## config.mk

```make
export PLATFORM = sky130hd
export DESIGN_NAME = huffman_tree_bit_decoder
export DESIGN_NICKNAME = d
export VERILOG_FILES = /design/src/design/htbd_pkg.sv /design/src/design/htbd_node_ram.sv /design/src/design/huffman_tree_bit_decoder.sv
export SDC_FILE = /design/constraint.sdc
export NUM_CORES = 2
export LEC_CHECK = 0
export BUFFER_PORTS_ARGS = -buffer_cell sky130_fd_sc_hd__buf_2
export CAP_MARGIN = 20
export CORE_MARGIN = 2
export CORE_UTILIZATION = 38
export DETAILED_ROUTE_END_ITERATION = 10
export GPL_ROUTABILITY_DRIVEN = 0
export SYNTH_ARGS = -nofsm -noshare
export SYNTH_HDL_FRONTEND = slang
export SYNTH_SLANG_ARGS = --single-unit
```

## constraint.sdc

```tcl
create_clock -name clk -period 3.95 [get_ports clk]
set_input_delay 0.79 -clock clk [delete_from_list [all_inputs] [get_ports clk]]
set_output_delay 0.79 -clock clk [all_outputs]
set_load 0.005 [all_outputs]
```

## src/design/htbd_pkg.sv

```systemverilog
// ----------------------------------------------------------------------------
// htbd_pkg
// shared types and constants for the huffman tree bit decoder
// ----------------------------------------------------------------------------
package htbd_pkg;

    localparam int NODE_W         = 7;
    localparam int SYM_W          = 8;
    localparam int BYTE_W         = 8;
    localparam int TREE_NODES_DEF = 128;

    typedef enum logic
    {
        OP_DECODE = 1'b0,
        OP_WRITE  = 1'b1
    } op_t;

    // one stored tree node
    typedef struct packed
    {
        logic              leaf;
        logic [NODE_W-1:0] left;
        logic [NODE_W-1:0] right;
        logic [SYM_W-1:0]  sym;
    } node_t;

    typedef struct packed
    {
        op_t               opcode;
        logic [BYTE_W-1:0] data_byte;
        logic [NODE_W-1:0] node_index;
        logic              node_is_leaf;
        logic [NODE_W-1:0] left_child;
        logic [NODE_W-1:0] right_child;
        logic [SYM_W-1:0]  leaf_symbol;
    } in_item_t;

    typedef struct packed
    {
        logic [SYM_W-1:0] symbol;
        logic             last_of_byte;
    } out_item_t;

endpackage

```

## src/design/htbd_node_ram.sv

```systemverilog
// ----------------------------------------------------------------------------
// htbd_node_ram
// node table: one write and one registered read port, out of range reads zero
// ----------------------------------------------------------------------------
module htbd_node_ram
#(
    parameter int TREE_NODES = htbd_pkg::TREE_NODES_DEF
)
(
    input  logic                          clk,
    input  logic                          we,
    input  logic [htbd_pkg::NODE_W-1:0]   waddr,
    input  htbd_pkg::node_t               wdata,
    input  logic                          re,
    input  logic [htbd_pkg::NODE_W-1:0]   raddr,
    output htbd_pkg::node_t               rdata
);
    import htbd_pkg::*;

    localparam int AW = $clog2(TREE_NODES);

    node_t mem [TREE_NODES];
    node_t rd_reg;
    logic  rd_ok_reg;
    logic  w_ok;
    logic  r_ok;

    assign w_ok = (32'(waddr) < 32'(TREE_NODES));
    assign r_ok = (32'(raddr) < 32'(TREE_NODES));

    always_ff @(posedge clk)
    begin
        if (we && w_ok)
        begin
            mem[AW'(waddr)] <= wdata;
        end
    end

    // indices past the table read as an all zero branch
    always_ff @(posedge clk)
    begin
        if (re)
        begin
            rd_ok_reg <= r_ok;
            if (r_ok)
            begin
                rd_reg <= mem[AW'(raddr)];
            end
        end
    end

    assign rdata = rd_ok_reg ? rd_reg : '0;

endmodule

```

## src/design/huffman_tree_bit_decoder.sv

```systemverilog
// ----------------------------------------------------------------------------
// huffman_tree_bit_decoder
// decodes packed code bits by walking a code tree held in a node memory
// ----------------------------------------------------------------------------
// write transaction: busy stays low, no result
// decode transaction: root read on acceptance; busy for the walk node read, one
//   dependent node memory read per bit and a flush state; a new one is taken
//   once busy drops; results strobe from the walk, the last from the flush state
// results cannot be stalled: each strobe lasts exactly one cycle
// reset clears control, root and walk position to node 0; table undefined
// ----------------------------------------------------------------------------
module huffman_tree_bit_decoder
#(
    parameter int TREE_NODES = htbd_pkg::TREE_NODES_DEF
)
(
    input  logic                        clk,
    input  logic                        rst_n,
    input  logic                        start,
    output logic                        busy,
    input  htbd_pkg::in_item_t          item,
    input  logic                        cfg_we,
    input  logic [htbd_pkg::NODE_W-1:0] cfg_wdata,
    output logic                        result_strobe,
    output htbd_pkg::out_item_t         result
);
    import htbd_pkg::*;

    typedef enum logic [4:0]
    {
        ST_IDLE  = 5'b00001,
        ST_ROOT  = 5'b00010,
        ST_FIRST = 5'b00100,
        ST_WALK  = 5'b01000,
        ST_FLUSH = 5'b10000
    } state_t;

    state_t              state_reg,  state_next;
    logic [NODE_W-1:0]   root_reg,   root_next;
    logic [NODE_W-1:0]   walk_reg,   walk_next;
    logic [NODE_W-1:0]   pos_reg,    pos_next;
    logic [2:0]          bit_reg,    bit_next;
    logic [BYTE_W-1:0]   byte_reg,   byte_next;
    node_t               rootn_reg,  rootn_next;
    logic                pend_reg,   pend_next;
    logic [SYM_W-1:0]    psym_reg,   psym_next;
    logic                strobe_reg, strobe_next;
    out_item_t           res_reg,    res_next;

    // node memory port signals
    logic                accept;
    logic                mem_we;
    node_t               mem_wdata;
    logic                mem_re;
    logic [NODE_W-1:0]   mem_raddr;
    node_t               mem_rdata;

    // walk step signals
    logic                hit_leaf;
    node_t               cur_node;
    logic [NODE_W-1:0]   child;

    assign accept = start && !busy;
    assign busy   = (state_reg != ST_IDLE);

    // tree node writes go straight into the memory on acceptance
    assign mem_we    = accept && (item.opcode == OP_WRITE);
    assign mem_wdata = '{leaf:  item.node_is_leaf,
                         left:  item.left_child,
                         right: item.right_child,
                         sym:   item.leaf_symbol};

    htbd_node_ram #(
        .TREE_NODES (TREE_NODES)
    ) u_ram (
        .clk   (clk),
        .we    (mem_we),
        .waddr (item.node_index),
        .wdata (mem_wdata),
        .re    (mem_re),
        .raddr (mem_raddr),
        .rdata (mem_rdata)
    );

    // in the walk, read data is the node just reached; a leaf sends the
    // next step from the root node held in a register
    assign hit_leaf = mem_rdata.leaf;
    assign cur_node = (hit_leaf && (state_reg == ST_WALK)) ? rootn_reg : mem_rdata;

    always_comb
    begin
        state_next  = state_reg;
        root_next   = root_reg;
        walk_next   = walk_reg;
        pos_next    = pos_reg;
        bit_next    = bit_reg;
        byte_next   = byte_reg;
        rootn_next  = rootn_reg;
        pend_next   = pend_reg;
        psym_next   = psym_reg;
        strobe_next = 1'b0;
        res_next    = res_reg;
        mem_re      = 1'b0;
        mem_raddr   = walk_reg;
        child       = '0;

        unique case (state_reg)
            ST_IDLE:
            begin
                // root register write restarts the walk
                if (cfg_we)
                begin
                    root_next = cfg_wdata;
                    walk_next = cfg_wdata;
                end
                if (accept && (item.opcode == OP_DECODE))
                begin
                    byte_next  = item.data_byte;
                    bit_next   = 3'd7;
                    pend_next  = 1'b0;
                    mem_re     = 1'b1;
                    mem_raddr  = root_reg;
                    state_next = ST_ROOT;
                end
            end

            ST_ROOT:
            begin
                rootn_next = mem_rdata;
                mem_re     = 1'b1;
                mem_raddr  = walk_reg;
                state_next = ST_FIRST;
            end

            ST_FIRST:
            begin
                // step on the top bit from the current walk node
                child      = byte_reg[bit_reg] ? cur_node.right : cur_node.left;
                mem_re     = 1'b1;
                mem_raddr  = child;
                pos_next   = child;
                state_next = ST_WALK;
            end

            ST_WALK:
            begin
                if (hit_leaf)
                begin
                    // hold back one symbol so the last one of the byte is known
                    if (pend_reg)
                    begin
                        strobe_next = 1'b1;
                        res_next    = '{symbol: psym_reg, last_of_byte: 1'b0};
                    end
                    pend_next = 1'b1;
                    psym_next = mem_rdata.sym;
                    walk_next = root_reg;
                end
                else
                begin
                    walk_next = pos_reg;
                end

                if (bit_reg == 3'd0)
                begin
                    state_next = ST_FLUSH;
                end
                else
                begin
                    child      = byte_reg[bit_reg - 3'd1] ? cur_node.right : cur_node.left;
                    mem_re     = 1'b1;
                    mem_raddr  = child;
                    pos_next   = child;
                    bit_next   = bit_reg - 3'd1;
                end
            end

            ST_FLUSH:
            begin
                if (pend_reg)
                begin
                    strobe_next = 1'b1;
                    res_next    = '{symbol: psym_reg, last_of_byte: 1'b1};
                end
                pend_next  = 1'b0;
                state_next = ST_IDLE;
            end

            default:
            begin
                state_next = ST_IDLE;
            end
        endcase
    end

    always_ff @(posedge clk or negedge rst_n)
    begin
        if (!rst_n)
        begin
            state_reg  <= ST_IDLE;
            root_reg   <= '0;
            walk_reg   <= '0;
            pend_reg   <= 1'b0;
            strobe_reg <= 1'b0;
        end
        else
        begin
            state_reg  <= state_next;
            root_reg   <= root_next;
            walk_reg   <= walk_next;
            pend_reg   <= pend_next;
            strobe_reg <= strobe_next;
        end
    end

    // payload registers, no reset
    always_ff @(posedge clk)
    begin
        pos_reg   <= pos_next;
        bit_reg   <= bit_next;
        byte_reg  <= byte_next;
        rootn_reg <= rootn_next;
        psym_reg  <= psym_next;
        res_reg   <= res_next;
    end

    assign result_strobe = strobe_reg;
    assign result        = res_reg;

endmodule

```

==> qor.yml <==
yosysMostFrequentCell: "edfxtp_1"
drcViolationCount: 0
antenna_left: 0
r2r-start: "bit_reg[1]"
grt_pass1_vias: 70600
ir_drop_v: 0.000390
drive_above_1_share_pct: 26.4
layout_min_cycle_time_ns: 4.36
preCtsSetupSlack_ns: -1.32
p_leak_nw: 50.4
dp_hpwl_microns: 234000
rsz0062_at_grt: "yes"
fill_cells: 25900
hold_path_class: "primary input to flip-flop"
finalNonFillerCells: 12700
ys_types: 83
fin_util_pct: 47.3
hold_path_depth: 1
synthArstFlopShare_pct: 0.691
max_freq_mhz: 229
h-tree-depth: 5
yosysTopAreaCell: "edfxtp_1"
hold_viol: 0
cts_buffers: 321
drt_iter0_drc: 11500
hold_start: "item[36]"
cts_sinks: 3037
p_total_mw: 86.2
synth_top_area_share_pct: 75.9
swShare_pct: 29.3
worst_slew_pin_slew_ns: 1.20
clkPwrFrac_pct: 34.4
seqPwrFrac_pct: 41.6
holdWs_ns: 0.0598
vias: 73700
regArea_sq_um: 91100
min_to: "byte_reg[6]"
syn-cell-area_sq_um: 119000
grt_max_degree: 129
grt_usage_pct: 22.9
crit_arrival_ns: 5.15
slew_violations: 0
period_share_pct: 111
status: "finished with violations"
internal_power_mw: 61.0
totalWireLength_microns: 380000
die_w_microns: 564
synth-main-ff-cell: "edfxtp_1"
power.density_nw_per_um2: 584
combPwrFrac_pct: 24.0
antenna_found_initial: 30
rr_endpoint: "u_ram.rd_reg[0]"
worstPathRequired_ns: 4.74
dr.pass1.iters: 6
cts-root-buf: "clkbuf_16"
timing.final.ws_setup_ns: -0.415
syn_avg_cell_area_sq_um: 16.4
final_cell_area_sq_um: 148000
drt-wirelength-per-cell_microns: 29.8
finalSetupViolCount: 23
clk_latency_ns: 0.95
io_buffers: 60
worstRegToRegCells: 19
cts_tree: "built"
reg2reg_slack_ns: -0.41
io_pins: 61
clk_pin_slew_ns: 0.06
post_dp_cell_area_sq_um: 133000
synthTopCellsByCount: "edfxtp_1, nand2_1, mux2i_1"
core_area_sq_um: 312000
max_cap_viol_count: 0
slew_headroom_pct: 19.7
die_height_microns: 564
synthCells: 7289
violations: "setup timing"
ys_seq_elements: 3037
yosysWarningCount: 0
numPlacedInstances: 12000
fin_nets: 8380
fp-row-count: 205
area_delta_synth_final_pct: 23.7
fin_tns_setup_ns: -7.32
multi_input_area_sq_um: 28400
synth.area.top_cells: "edfxtp_1, mux2i_1, nand2_1"
grt_overflow: 0
crit_fanout: 7
crit_type: "flip-flop to flip-flop"
vias_per_cell: 5.79
p_switching_mw: 25.2
cts_buffer_depth: 4
cp-end-kind: "flip-flop"
seq_area_frac_synth_pct: 76.3
skew_ns: 0.0713
synth_edf_count: 3016
syn-num-nets: 7341
critPathLaunchType: "flip-flop"
start_util_pct: 38.2
grt_pass1_wl_microns: 525000
die-area_sq_um: 319000
largest_register_ff_count: 2944
worst max-delay path by stage:
stage	startpoint	to	slack, ns	cells after the start
2_1_floorplan	bit_reg[0]	u_ram.rd_reg[14]	0.04	15
3_3_place_gp	start	u_ram.rd_reg[13]	-1.75	18
3_5_place_dp	item[38]	u_ram.rd_reg[20]	-1.32	18
4_1_cts	bit_reg[1]	u_ram.rd_reg[13]	-0.40	16
5_1_grt	bit_reg[1]	u_ram.rd_reg[18]	-0.51	18
6_report	bit_reg[1]	u_ram.rd_reg[0]	-0.41	19
power groups by stage:
stage	combinational [mW]	clock [mW]	sequential, mW
after global placement	17.4	0	36.5
after global routing	21.4	31.1	35.9
after detailed placement	17.6	0	36.5
after CTS	18.7	29.9	35.8
after floorplan	8.20	0	36.4
final	20.7	29.6	35.9
layer usage:
layer | global-route usage, % | vias up | wire, microns
li1 | - | 31000 | -
met5 | 0 | - | 184
met3 | 5.24 | 619 | 43700
met2 | 34.9 | 4207 | 171000
met4 | 7.19 | 12 | 12400
met1 | 32.4 | 37800 | 153000
critical path: stages (launching register included):
cell and delay, ns:
edfxtp_1 0.39, buf_6 0.12, mux4_2 0.48, mux2i_1 0.17
buf_4 0.20, buf_4 0.13, mux2i_2 0.08, buf_4 0.16
a211oi_4 0.28, buf_12 0.19, buf_16 0.16, buf_16 0.16
buf_4 0.15, buf_4 0.17, a211oi_1 0.06, a31oi_1 0.29
o22ai_1 0.17, o41ai_4 0.43, buf_4 0.21, and4b_1 0.19
layout make-up:
cell class | count | share of cell area (%)
Sequential cell | 3037 | 61.7
Multi-Input combinational cell | 3752 | 19.3
Timing Repair Buffer | 1209 | 8.57
Clock buffer | 406 | 5.69
Tap cell | 4140 | 3.51
Clock inverter | 167 | 1.23
Antenna cell | 17 | 0.0288
Inverter | 7 | 0.0178
cells by family after synthesis:
logic type | share of synthesized area (%)
AOI/OAI and AO/OA | 7.42
and+or+nand+nor | 6.63
buffers and inverters | 2.13
muxes | 7.45
DFF | 76.3
xor gates and xnor gates | 0.0210
adders and majority gates | 0.0210
layout by cell type, fill, tap and decap left out, drive strengths merged, types with 35 or more instances in the layout:
cell type	n
o41ai	35
edfxtp	3016
mux4	126
nor2	196
a2111oi	52
nand3	246
nand2	1063
buf	1181
o22ai	108
a311oi	57
o211ai	64
o221ai	85
mux2i	548
a31oi	103
a211oi	120
mux2	49
and3	111
clkinv	121
a21oi	282
nand4	50
o22a	60
o21ai	60
clkbuf	424
timing repair:
item	CTS	global route
gates resized for setup	185	343
hold buffers	3	0
pin swaps	28	100
hold endpoints to repair	22	0
cloned	10	17
buffers inserted	44	88
setup endpoints to repair	23	23
Note: power is estimated with default switching activity, not from simulation.
